## src/sv/bhta_pkg.sv

```systemverilog
`timescale 1ns / 1ps
`default_nettype none
// ----------------------------------------------------------------------------
// bhta_pkg
// Shared types, codes and score helpers for the bucketed hash table.
// ----------------------------------------------------------------------------
package bhta_pkg;

  localparam logic [1:0] OP_PROBE = 2'd0;
  localparam logic [1:0] OP_STORE = 2'd1;
  localparam logic [1:0] OP_CLEAR = 2'd2;

  localparam logic REG_GENERATION     = 1'b0;
  localparam logic REG_MATE_THRESHOLD = 1'b1;

  localparam logic [1:0]  BOUND_EMPTY = 2'd0;
  localparam logic [1:0]  EXACT_BOUND = 2'd3;
  localparam logic [14:0] MATE_THRESHOLD_RESET = 15'd31754;
  localparam logic signed [9:0] REFRESH_MARGIN = 10'sd4;
  localparam logic signed [8:0] DEPTH_FLOOR = -9'sd1;
  localparam logic signed [8:0] DEPTH_CEIL  = 9'sd127;

  // One way of a bucket as held in memory.
  typedef struct packed {
    logic [15:0] tag;
    logic [15:0] move;
    logic [15:0] score;
    logic [15:0] eval;
    logic [7:0]  depth;
    logic [4:0]  gen;
    logic        pv;
    logic [1:0]  bound;
  } entry_t;

  typedef struct packed {
    logic latch;     // take a new item into the input registers
    logic sweep;     // write zeros at the sweep counter, advance it
    logic cmp_load;  // register the way choice and the result
    logic commit;    // write back the chosen way
  } cmd_t;

  typedef struct packed {
    logic sweep_last;
  } status_t;

  // Convert a mate distance between root-relative and node-relative form.
  function automatic logic [15:0] mate_adjust(input logic signed [15:0] s,
                                              input logic [7:0] ply,
                                              input logic [14:0] thr,
                                              input logic to_table);
    logic signed [16:0] sw;
    logic signed [16:0] tw;
    logic signed [16:0] pw;
    logic signed [16:0] r;
    sw = {s[15], s};
    tw = {2'b00, thr};
    pw = {9'b0, ply};
    if (sw >= tw) begin
      r = to_table ? sw + pw : sw - pw;
    end else if (sw <= -tw) begin
      r = to_table ? sw - pw : sw + pw;
    end else begin
      r = sw;
    end
    return r[15:0];
  endfunction

endpackage
`default_nettype wire

```

## src/sv/bhta_ctrl.sv

```systemverilog
`timescale 1ns / 1ps
`default_nettype none
// ----------------------------------------------------------------------------
// bhta_ctrl
// Sequencer: clearing sweep, bucket address, read, compare, write-back.
// ----------------------------------------------------------------------------
module bhta_ctrl (
  input  wire logic              clk,
  input  wire logic              rst,
  input  wire logic              start,
  input  wire logic [1:0]        opcode,
  input  wire bhta_pkg::status_t status,
  output bhta_pkg::cmd_t         cmd,
  output logic                   busy,
  output logic                   done
);

  typedef enum logic [2:0] {
    S_CLR,
    S_IDLE,
    S_MUL,
    S_RD,
    S_CMP,
    S_FIN
  } state_t;

  state_t state;
  state_t state_next;
  logic   sweep_reply;
  logic   accept;

  assign accept = start & ~busy;

  always_comb begin
    state_next = state;
    unique case (state)
      S_CLR: begin
        if (status.sweep_last) begin
          state_next = sweep_reply ? S_FIN : S_IDLE;
        end
      end
      S_IDLE, S_FIN: begin
        if (accept) begin
          state_next = (opcode == bhta_pkg::OP_CLEAR) ? S_CLR : S_MUL;
        end else begin
          state_next = S_IDLE;
        end
      end
      S_MUL:   state_next = S_RD;
      S_RD:    state_next = S_CMP;
      S_CMP:   state_next = S_FIN;
      default: state_next = S_IDLE;
    endcase
  end

  always_ff @(posedge clk) begin
    if (rst) begin
      state       <= S_CLR;
      sweep_reply <= 1'b0;
      busy        <= 1'b1;
      done        <= 1'b0;
    end else begin
      state <= state_next;
      if (accept) begin
        sweep_reply <= (opcode == bhta_pkg::OP_CLEAR);
      end
      busy <= !(state_next == S_IDLE || state_next == S_FIN);
      done <= (state_next == S_FIN);
    end
  end

  always_comb begin
    cmd.latch    = accept;
    cmd.sweep    = (state == S_CLR);
    cmd.cmp_load = (state == S_CMP);
    cmd.commit   = (state == S_FIN);
  end

endmodule
`default_nettype wire

```

## config.mk

```make
export PLATFORM = sky130hd
export DESIGN_NAME = bhta_ctrl
export DESIGN_NICKNAME = d
export VERILOG_FILES = /design/src/sv/bhta_pkg.sv /design/src/sv/bhta_ctrl.sv
export SDC_FILE = /design/constraint.sdc
export NUM_CORES = 1
export LEC_CHECK = 0
export BUFFER_PORTS_ARGS = -buffer_cell sky130_fd_sc_hd__buf_2
export CAP_MARGIN = 20
export CORE_AREA = 2 2 39 41
export CTS_BUF_LIST = sky130_fd_sc_hd__clkbuf_8
export DETAILED_ROUTE_END_ITERATION = 16
export DIE_AREA = 0 0 41 43
export SLEW_MARGIN = 20
export SYNTH_ARGS = -nofsm -noshare
export SYNTH_HDL_FRONTEND = slang
export SYNTH_SLANG_ARGS = --single-unit
```

## constraint.sdc

```tcl
create_clock -name clk -period 1.3 [get_ports clk]
set_input_delay 0 -clock clk [delete_from_list [all_inputs] [get_ports clk]]
set_output_delay 0 -clock clk [all_outputs]
set_load 0.005 [all_outputs]
```

==> results of run 1 <==
-- Yosys cell counts (all sizes together) --
cell	number
nor4b	1
a21oi	1
buf	4
dfxtp	6
nor3b	1
o21ai	1
mux2i	1
a21o	1
or2	1
nor2b	2
nor2	7
and4bb	1
nor4	3
nand2	2
nor3	2
-- final timing paths --
kind	from	endpoint	slack, ps
max	state[1]	state[0]	260
min	rst	sweep_reply	50
max reg2reg	state[1]	state[0]	260
min reg2reg	sweep_reply	sweep_reply	500
-- routing by layer --
metal,wire [µm],up-vias
li1,-,136
met1,275,109
met2,206,12
met3,71,2
met4,15,0
met5,0,-
-- final cells by class --
cell class	count	area, µm²	area share, %
clock buffer	3	41.3	10.7
multi-input combinational	24	149	38.6
sequential	6	120	31.2
tap	16	20.0	5.19
timing repair buffer	11	55.1	14.3
-- state kept, by name, summed over array words and instances, names as in the netlist --
signal       cells
busy             1
state            3
done             1
sweep_reply      1
-- stage by stage --
step                hold slack, ps  util, %  cells
detailed placement             277     24.9     57
global placement               276     24.9     57
global route                  56.4     27.8     60
finish                        49.2     27.8     60
CTS                           47.5     27.8     60
floorplan                     72.4        -     34
-- worst max-delay path: cells and delay by family (launching register included) --
family        cells  cell delay, ps
flops             1             460
simple gates      2             490
-- power breakdown --
| group | internal (mW) | switching [mW] | leakage (nW) |
|---|---|---|---|
| clock network | 0.198 | 0.0711 | 0.0216 |
| registers | 0.194 | 0.0124 | 0.0491 |
| logic | 0.0257 | 0.0209 | 0.101 |
-- cells by family (layout without fill, tap and decap cells) --
kind of cell	Yosys count	count (layout)	share of synthesized area (%)
DFF	6	6	39.5
muxes	1	1	3.29
buffers and inverters	4	14	11.5
AOI/OAI and AO/OA	3	3	6.17
and+or+nand+nor	20	20	39.5
==> out/qor.csv, run 1 <==
stage,metric,value,unit
run_status,status,completed,
worst_setup_path,slowest_delay,460,ps
clock_tree,postCtsResizedCells,0,
global_route,grt_first_pass_wirelength,883,µm
clock_tree,cts_root_buf,clkbuf_8,
power,ir_drop,0.000647,V
timing,grt_setup_unrepaired,false,
global_route,use_met3,7.85,%
worst_setup_path,crit_slowest_cell,dfxtp_1,
routing,antenna_left,0,
timing,min_period,1040,ps
clock_tree,htree_levels,1,
global_route,grt_util_met2,7.50,%
placed_design,place_area,344,µm²
worst_setup_path,crit_required,1430,ps
power,p_leak,0.172,nW
clock_tree,clock_sinks,6,
timing,finalWorstSetupSlack,258,ps
worst_setup_path,worstPathMaxFanout,9,
floorplan,start_util,22.0,%
global_route,grt-ovfl-total,0,
placed_design,finalWeightedCongestion,0.657,
worst_setup_path,r2r_cells,2,
placed_design,port_buffers,11,
timing,setup_tns,0,ps
worst_setup_path,critPathLaunchType,flip-flop,
clock_tree,post_cts_buffers,0,
floorplan,die_area,1760,µm²
routing,dr.pass1.iters,4,
synth,ys_seq_elements,6,
worst_setup_path,path_cells,and4bb_4 -> nor4_1,
timing,fin_worst_skew,1.16,ps
cells_and_area,fin_area,385,µm²
placed_design,post-place-ws,266,ps
job,cap_violations,0,
cells_and_area,antenna_cells,0,
floorplan,coreArea,1380,µm²
clock_tree,clockBufferDepth,2,
global_route,grt_pass1_vias,205,
timing,finalHoldViolCount,0,
clock_tree,numCtsBuffers,3,
clock_tree,postCtsHoldBufs,0,
floorplan,dieHeight,43,µm
routing,drt_iter0_markers,5,
synth,syn_nets,40,
floorplan,die_width,41,µm
worst_hold_path,min_path_type,in2reg,
timing,final-setup-viol-count,0,
synth,synth_top_area_share,39.5,%
routing,routedWlPerCell,9.48,µm
timing,worst_pin_slew,301,ps
timing,slew_headroom,79.9,%
global_route,grt_max_degree,10,
cells_and_area,drive_gt1_share,38.6,%
placed_design,hpwl,450,µm
worst_setup_path,arrival,1170,ps
clock_tree,cts_tree,done,
cells_and_area,nNetsFinal,52,
power,fin_total_pwr,522,µW
clock_tree,path_clk_slew,30,ps
cells_and_area,nFillCells,143,
cells_and_area,final_common_cell,buf_2,
cells_and_area,synthToLayoutAreaGrowth,26.7,%
global_route,busiest_layer,met1,
synth,synth_area_leaders,"dfxtp_1, nor2_1, buf_6, and4bb_4, nor2b_1",
synth,synthesis.yosys.warnings,0,
global_route,track_usage,8.46,%
synth,syn_area_per_cell,8.94,µm²
floorplan,row_count,14,
global_route,grt_antenna_before_repair,0,
synth,yosysTopAreaCell,dfxtp_1,
timing,max_freq,959,MHz
synth,synth.yosys.seq_area_share,39.5,%
routing,drt-total-wl,569,µm
worst_setup_path,crit_type,reg2reg,
routing,viasPerCell,4.32,
routing,route.detailed.drc,0,
cells_and_area,final_cell_mix,"buf_2, nor2_1, dfxtp_1",
floorplan,ios,12,
synth,yosysUniqueCellTypes,18,
synth,synthCells,34,
worst_setup_path,worstSetupEndpointType,flip-flop,
timing,min_period_over_period,80.2,%
routing,via_count,259,
global_route,met1_usage,11.7,%
synth,synth_area,304,µm²
clock_tree,clkLatencyLatePin,220,ps
power,powerDensity,1360,nW/µm²
timing,slew_viol_final,0,
worst_hold_path,hold_depth,2,
Power figures use the tool's default switching activity.
==> inputs of run 2 (changes only) <==
Settings changed: ABC_AREA from default to 1.
Clock period 1.3 ns to 0.91 ns, I/O delays scaled along.
==> run 2 against run 1 <==
Effect of this change: the run now ends with setup timing left; synthesized cell count rose by 29%; clock-buffer cell count did not move; non-clock buffer count rose by 7; clock skew rose by 0.58 ps; clock power rose by 43%; sequential power rose by 50%; via count rose by 29%; hold slack improved by 16 ps.
==> out/qor.csv, run 2 <==
stage,metric,value,unit,change
run_status,status,"finished, violations left",,
run_status,violations,setup timing,,
worst_setup_path,path_cells,inv_4 -> nand2_2 -> buf_6 -> nor2_4 -> buf_2,,
synth,ys_seq_elements,6,,unchanged
floorplan,coreArea,1380,µm²,unchanged
floorplan,die_width,41,µm,unchanged
worst_setup_path,critPathLaunchType,flip-flop,,
clock_tree,clock_sinks,6,,unchanged
job,cap_violations,0,,unchanged
synth,synth_common_cells,"inv_1, nand2_1, nand3_1",,
cells_and_area,synthToLayoutAreaGrowth,85.5,%,
worst_setup_path,r2r_slack,-40,ps,-300 ps
floorplan,ios,12,,unchanged
synth,yosysTopAreaCell,dfxtp_1,,
power,p_leak,0.277,nW,+61%
cells_and_area,fin_area,559,µm²,+45%
clock_tree,cts_root_buf,clkbuf_8,,
power,ir_drop,0.000749,V,+16%
worst_setup_path,crit_required,910,ps,-520 ps
cells_and_area,largest_register_ffs,3,,unchanged
floorplan,start_util,21.8,%,-0.18 points
synth,async_reset_ff_share,0,%,unchanged
clock_tree,clkLatencyLatePin,220,ps,about the same
routing,drt-total-wl,649,µm,+14%
timing,slew_headroom,90.6,%,+11 points
worst_setup_path,worstPathMaxFanout,5,,-4
timing,final-setup-viol-count,5,,+5
cells_and_area,top_register,state,,
worst_setup_path,crit_family,flip-flops,,
synth,syn_area_per_cell,6.85,µm²,-23%
cells_and_area,final_common_cell,buf_2,,
floorplan,dieHeight,43,µm,unchanged
placed_design,finalWeightedCongestion,0.783,,+19%
routing,antenna_left,0,,unchanged
power,power.share.sequential,33.9,%,-5.7 points
power,combPwrFrac,24.1,%,+15 points
worst_setup_path,arrival,970,ps,-200 ps
synth,yosysUniqueCellTypes,14,,-4
worst_setup_path,slowest_delay,330,ps,-130 ps
global_route,grt-ovfl-total,0,,unchanged
synth,synthFlopType,dfxtp_1,,
synth,synthesis.yosys.warnings,0,,unchanged
worst_setup_path,crit_type,reg2out,,
timing,slew_viol_final,0,,unchanged
placed_design,post-place-ws,-58.8,ps,-325 ps
synth,synth_area,302,µm²,-0.82%
clock_tree,clockBufferDepth,2,,unchanged
synth,synthCells,44,,+29%
synth,synth.most_common_cell,inv_1,,
placed_design,hpwl,511,µm,+14%
timing,min_period,969,ps,
power,p_int,683,µW,+63%
placed_design,place_inst,74,,+30%
timing,whs,65.2,ps,+16.0 ps
cells_and_area,nFillCells,152,,+6.3%
timing,min_period_over_period,107,%,
clock_tree,path_clk_slew,30,ps,about the same
routing,via_count,334,,+29%
cells_and_area,final_cell_mix,"buf_2, inv_2, nand2_2",,
clock_tree,numCtsBuffers,3,,unchanged
worst_setup_path,crit_buf_inv,3,,+3
cells_and_area,antenna_cells,0,,unchanged
synth,synth_area_leaders,"dfxtp_1, nand3_1, inv_1, nand2_1, nor2_2",,
power,clockPowerShare,42.0,%,-9.5 points
global_route,grt_antenna_before_repair,0,,unchanged
synth,synth_top_area_share,39.8,%,+0.33 points
clock_tree,cts_tree,done,,
synth,syn_nets,50,,+25%
global_route,track_usage,10.3,%,+1.9 points
routing,dr.pass1.iters,4,,unchanged
worst_hold_path,min_path_type,in2reg,,
worst_setup_path,r2r-start,state[0],,
floorplan,row_count,14,,unchanged
routing,routedWlPerCell,8.11,µm,-14%
cells_and_area,nNetsFinal,72,,+38%
cells_and_area,drive_gt1_share,71.9,%,+33 points
timing,fin_worst_skew,1.74,ps,+0.581 ps
global_route,grt_first_pass_wirelength,1170,µm,+32%
synth,synth_edf_count,0,,unchanged
placed_design,port_buffers,11,,unchanged
timing,finalWorstSetupSlack,-59.2,ps,-317 ps
power,switching_power,232,µW,+120%
worst_setup_path,crit_start,state[1],,
routing,drt_iter0_markers,1,,-4
floorplan,die_area,1760,µm²,unchanged
timing,finalHoldViolCount,0,,unchanged
placed_design,place_area,399,µm²,+16%
clock_tree,htree_levels,1,,unchanged
routing,route.detailed.drc,0,,unchanged
routing,viasPerCell,4.18,,-3.3%
global_route,grt_max_degree,6,,-4
power,sw_frac_of_total,25.3,%,+5.3 points
global_route,grt_pass1_vias,327,,+60%
worst_setup_path,crit_slowest_cell,dfxtp_2,,
power,powerDensity,1640,nW/µm²,+21%
worst_hold_path,hold_path.startpoint,opcode[0],,
timing,max_freq,1030,MHz,
timing,worst_pin_slew,141,ps,-160 ps
synth,synth.yosys.seq_area_share,39.8,%,+0.33 points
timing,grt_setup_unrepaired,true,,
cells_and_area,fin_cells,80,,+33%
timing,setup_tns,-174,ps,-174 ps
worst_setup_path,worstSetupEndpointType,primary output,,
==> run 2: cell types whose count changed after synthesis, sizes merged, moves of 2 or more <==
cell,change
inv,+11
nand2,+7
nand3,+7
buf,-3
nor4,-3
nand4,+2
nor2,-2
nor2b,-2
nor3,-2
==> run 2: layer usage <==
layer | vias to the layer above | track usage [%] | wire [µm]
met3 | 0 | 4.71 | 38
met1 | 152 | 9.00 | 221
li1 | 175 | - | -
met2 | 7 | 16.9 | 389
met5 | - | 0 | 0
met4 | 0 | 8.00 | 0
==> run 2: final cells by class <==
| type | count | area [µm²] | area share (%) |
|---|---|---|---|
| Sequential cell | 6 | 130 | 23.3 |
| Multi-Input combinational cell | 26 | 196 | 35.1 |
| Inverter | 11 | 43.8 | 7.83 |
| Tap cell | 16 | 20.0 | 3.58 |
| Timing Repair Buffer | 18 | 128 | 22.8 |
| Clock buffer | 3 | 41.3 | 7.38 |
==> run 2: final timing paths <==
| path | to | cells past startpoint |
|---|---|---|
| min | sweep_reply | 4 |
| max | cmd[0] | 5 |
| max reg2reg | done | 7 |
| min reg2reg | sweep_reply | 2 |
==> run 2: worst register-to-register path: cells and delay by family (launching register included) <==
kind	cells	cell delay, ps
buffers and inverters	2	110
flip-flops	1	370
AND/OR/NAND/NOR	5	360
==> run 2: what timing repair did <==
item	CTS	global route
gates resized for setup	17	14
hold endpoints to repair	1	0
pin swaps	2	2
hold buffers	1	0
endpoints found under the setup margin	7	9
setup buffers	2	0
==> run 2: stage by stage <==
stage	total power, mW	util, %
2_1_floorplan	0.397	-
5_1_grt	0.973	40.4
3_3_place_gp	0.456	28.8
3_5_place_dp	0.457	28.8
4_1_cts	0.906	37.1
6_report	0.915	40.4
==> run 2: power groups by stage <==
| stage | combinational (mW) | sequential [mW] | clock, mW |
|---|---|---|---|
| global route | 0.251 | 0.313 | 0.410 |
| finish | 0.221 | 0.310 | 0.384 |
| floorplan | 0.0941 | 0.302 | 0 |
| CTS | 0.196 | 0.307 | 0.403 |
| global placement | 0.152 | 0.304 | 0 |
| detailed placement | 0.154 | 0.303 | 0 |
==> run 2: cell families (layout without fill, tap and decap cells) <==
family / after synthesis / after routing / synth area share (%)
and+or+nand+nor: 24 / 24 / 40.7
buffers and inverters: 12 / 32 / 16.2
DFF: 6 / 6 / 39.8
AOI/OAI and AO/OA: 2 / 2 / 3.32
==> inputs of run 3 (changes only) <==
==> constraint.sdc (replaced) <==
create_clock -name clk -period 0.91 [get_ports clk]
set_input_delay 0 -clock clk [delete_from_list [all_inputs] [get_ports clk]]
set_output_delay 0 -clock clk [all_outputs]
set_load 0.02 [all_outputs]
==> run 3 against run 2 <==
Effect of this change: largest cell class unchanged; core utilization grew 0.54 points; the run still ends with setup timing left; total power increased by 4.4%; final area rose by 1.3%; register-to-register slack hardly changed; maximum frequency rose by 2.7%; sequential cell count unchanged; clock-buffer cell count unchanged; clock skew about the same; highest routed layer unchanged.
==> out/qor.csv, run 3 (same netlist as run 2, synthesis figures left out) <==
stage,metric,value,unit,change
global_route,grt_max_degree,6,,unchanged
timing,worst_pin_slew,167,ps,+26.2 ps
timing,whs,85.7,ps,+20.5 ps
routing,wl_met3,33,µm,-13%
power,power.share.sequential,32.5,%,-1.4 points
cells_and_area,fin_area,567,µm²,+1.3%
worst_setup_path,r2r_slack,-30,ps,about the same
clock_tree,clock_sinks,6,,unchanged
clock_tree,clockBufferDepth,2,,unchanged
timing,slew_headroom,88.8,%,-1.8 points
cells_and_area,synthToLayoutAreaGrowth,88.0,%,
cells_and_area,fin_util,41.0,%,+0.54 points
worst_setup_path,cpMostUsedCell,nand2_2,,
routing,antenna_left,0,,unchanged
placed_design,port_buffers,11,,unchanged
placed_design,post-place-ws,-77.0,ps,-18.2 ps
worst_setup_path,crit_slowest_cell,dfxtp_4,,
floorplan,row_count,14,,unchanged
cells_and_area,largest_register_ffs,3,,unchanged
cells_and_area,top_register,state,,
worst_hold_path,min_path_type,in2reg,,
clock_tree,clkLatencyLatePin,220,ps,about the same
power,switching_power,265,µW,+14%
power,sw_frac_of_total,27.7,%,+2.4 points
power,p_int,690,µW,+1.0%
clock_tree,cts_root_buf,clkbuf_8,,
clock_tree,numCtsBuffers,3,,unchanged
worst_setup_path,worstSetupEndpointType,flip-flop,,
worst_setup_path,slowest_delay,360,ps,+30 ps
worst_setup_path,critPathLaunchType,flip-flop,,
worst_setup_path,path_cells,inv_4 -> nand2_2 -> nand2_2 -> nand4_4 -> and2_4,,
routing,route.detailed.drc,0,,unchanged
timing,grt_setup_unrepaired,true,,
worst_setup_path,worstPathMaxFanout,5,,unchanged
worst_setup_path,crit_type,reg2reg,,
job,cap_violations,0,,unchanged
cells_and_area,nFillCells,146,,-3.9%
worst_setup_path,crit_family,simple AND/OR/NAND/NOR gates,,
timing,finalWorstSetupSlack,-34.0,ps,+25.2 ps
worst_setup_path,crit_required,1020,ps,+110 ps
power,p_leak,0.273,nW,-1.3%
routing,viasPerCell,4.27,,+2.3%
clock_tree,cts_tree,done,,
power,clockPowerShare,40.5,%,-1.5 points
floorplan,dieHeight,43,µm,unchanged
floorplan,die_width,41,µm,unchanged
routing,wl_met2,397,µm,+2.1%
routing,dr.max_layer_used,met3,,
timing,final-setup-viol-count,6,,+1
routing,dr.pass1.iters,2,,-2
routing,drt-total-wl,689,µm,+6.2%
global_route,grt-ovfl-total,0,,unchanged
floorplan,coreArea,1380,µm²,unchanged
cells_and_area,final_cell_mix,"buf_2, buf_6, nand2_2",,
routing,via_count,333,,-0.30%
global_route,grt_antenna_before_repair,0,,unchanged
run_status,violations,setup timing,,
routing,routedWlPerCell,8.83,µm,+8.9%
power,combPwrFrac,27.0,%,+2.9 points
routing,drt_iter0_markers,1,,unchanged
global_route,track_usage,9.65,%,-0.69 points
worst_setup_path,crit_buf_inv,1,,-2
placed_design,place_area,385,µm²,-3.4%
run_status,status,"finished, violations left",,
global_route,grt_pass1_vias,312,,-4.6%
timing,max_freq,1060,MHz,+2.7%
placed_design,finalWeightedCongestion,0.731,,-6.8%
routing,wl_met1,259,µm,+17%
worst_setup_path,arrival,1050,ps,+80 ps
clock_tree,htree_levels,1,,unchanged
floorplan,die_area,1760,µm²,unchanged
power,ir_drop,0.000621,V,-17%
timing,slew_viol_final,0,,unchanged
power,powerDensity,1680,nW/µm²,+3.0%
timing,min_period_over_period,104,%,-2.8 points
global_route,grt_first_pass_wirelength,1100,µm,-5.3%
cells_and_area,antenna_cells,0,,unchanged
floorplan,start_util,21.8,%,unchanged
floorplan,ios,12,,unchanged
timing,min_period,944,ps,-25.2 ps
cells_and_area,drive_gt1_share,75.8,%,+3.9 points
timing,fin_worst_skew,2.10,ps,+0.361 ps
placed_design,hpwl,492,µm,-3.8%
timing,finalHoldViolCount,0,,unchanged
cells_and_area,nNetsFinal,70,,-2.8%
clock_tree,path_clk_slew,40,ps,about the same
[run 3: cell count changes in the layout (fill, tap and decap cells not counted)]
cell	delta
buf_4	-2
o21ai_2	+1
buf_2	-3
nand3_4	-2
nand3_2	+4
o21ai_1	-1
inv_4	+1
nand3_1	-2
buf_6	+3
inv_2	-1
dfxtp_2	-1
dfxtp_4	+1
[run 3: layout make-up]
cell class	count	area (µm²)	area share [%]
Sequential cell	6	133	23.4
Timing Repair Buffer	16	131	23.2
Tap cell	16	20.0	3.53
Multi-Input combinational cell	26	195	34.4
Inverter	11	46.3	8.17
Clock buffer	3	41.3	7.28
[run 3: repair_timing]
item                                    CTS  global route
hold buffers                              1             0
buffers inserted                          2             0
cloned                                    0             0
resized for setup                        30            10
endpoints found under the setup margin    7            10
endpoints found under the hold margin     1             0
pin swaps                                 5             6
[run 3: final timing paths]
kind / from / endpoint / cells after the start
hold reg to reg: sweep_reply / sweep_reply / 2
hold / removal: opcode[0] / sweep_reply / 4
setup / recovery: state[1] / state[0] / 5
setup reg to reg: state[1] / state[0] / 5
[run 3: power by group through the flow]
stage | registers [mW] | clock network, mW | logic, mW
final | 0.310 | 0.387 | 0.258
after global routing | 0.312 | 0.416 | 0.286
after CTS | 0.309 | 0.395 | 0.235
after detailed placement | 0.304 | 0 | 0.170
after global placement | 0.303 | 0 | 0.168
after floorplan | 0.313 | 0 | 0.110
[run 3: per-stage QoR]
| step | std cells | setup TNS (ps) | total power [mW] |
|---|---|---|---|
| final | 78 | -133 | 0.955 |
| after global routing | 78 | -505 | 1.01 |
| after CTS | 78 | -159 | 0.939 |
| after detailed placement | 72 | -142 | 0.474 |
| after global placement | 72 | -96.5 | 0.472 |
| after floorplan | 44 | 0 | 0.423 |
[run 3: per-layer routing]
layer / up-vias / global-route usage (%)
li1: 173 / -
met1: 155 / 10.0
met2: 5 / 14.7
met3: 0 / 4.71
met4: 0 / 6.00
met5: - / 0
[run 3: worst reg2reg max path, delay by kind of cell, from the launching register on]
| family | cells | cell delay, ps |
|---|---|---|
| simple gates | 4 | 390 |
| buf+inv | 1 | 80 |
| flops | 1 | 360 |
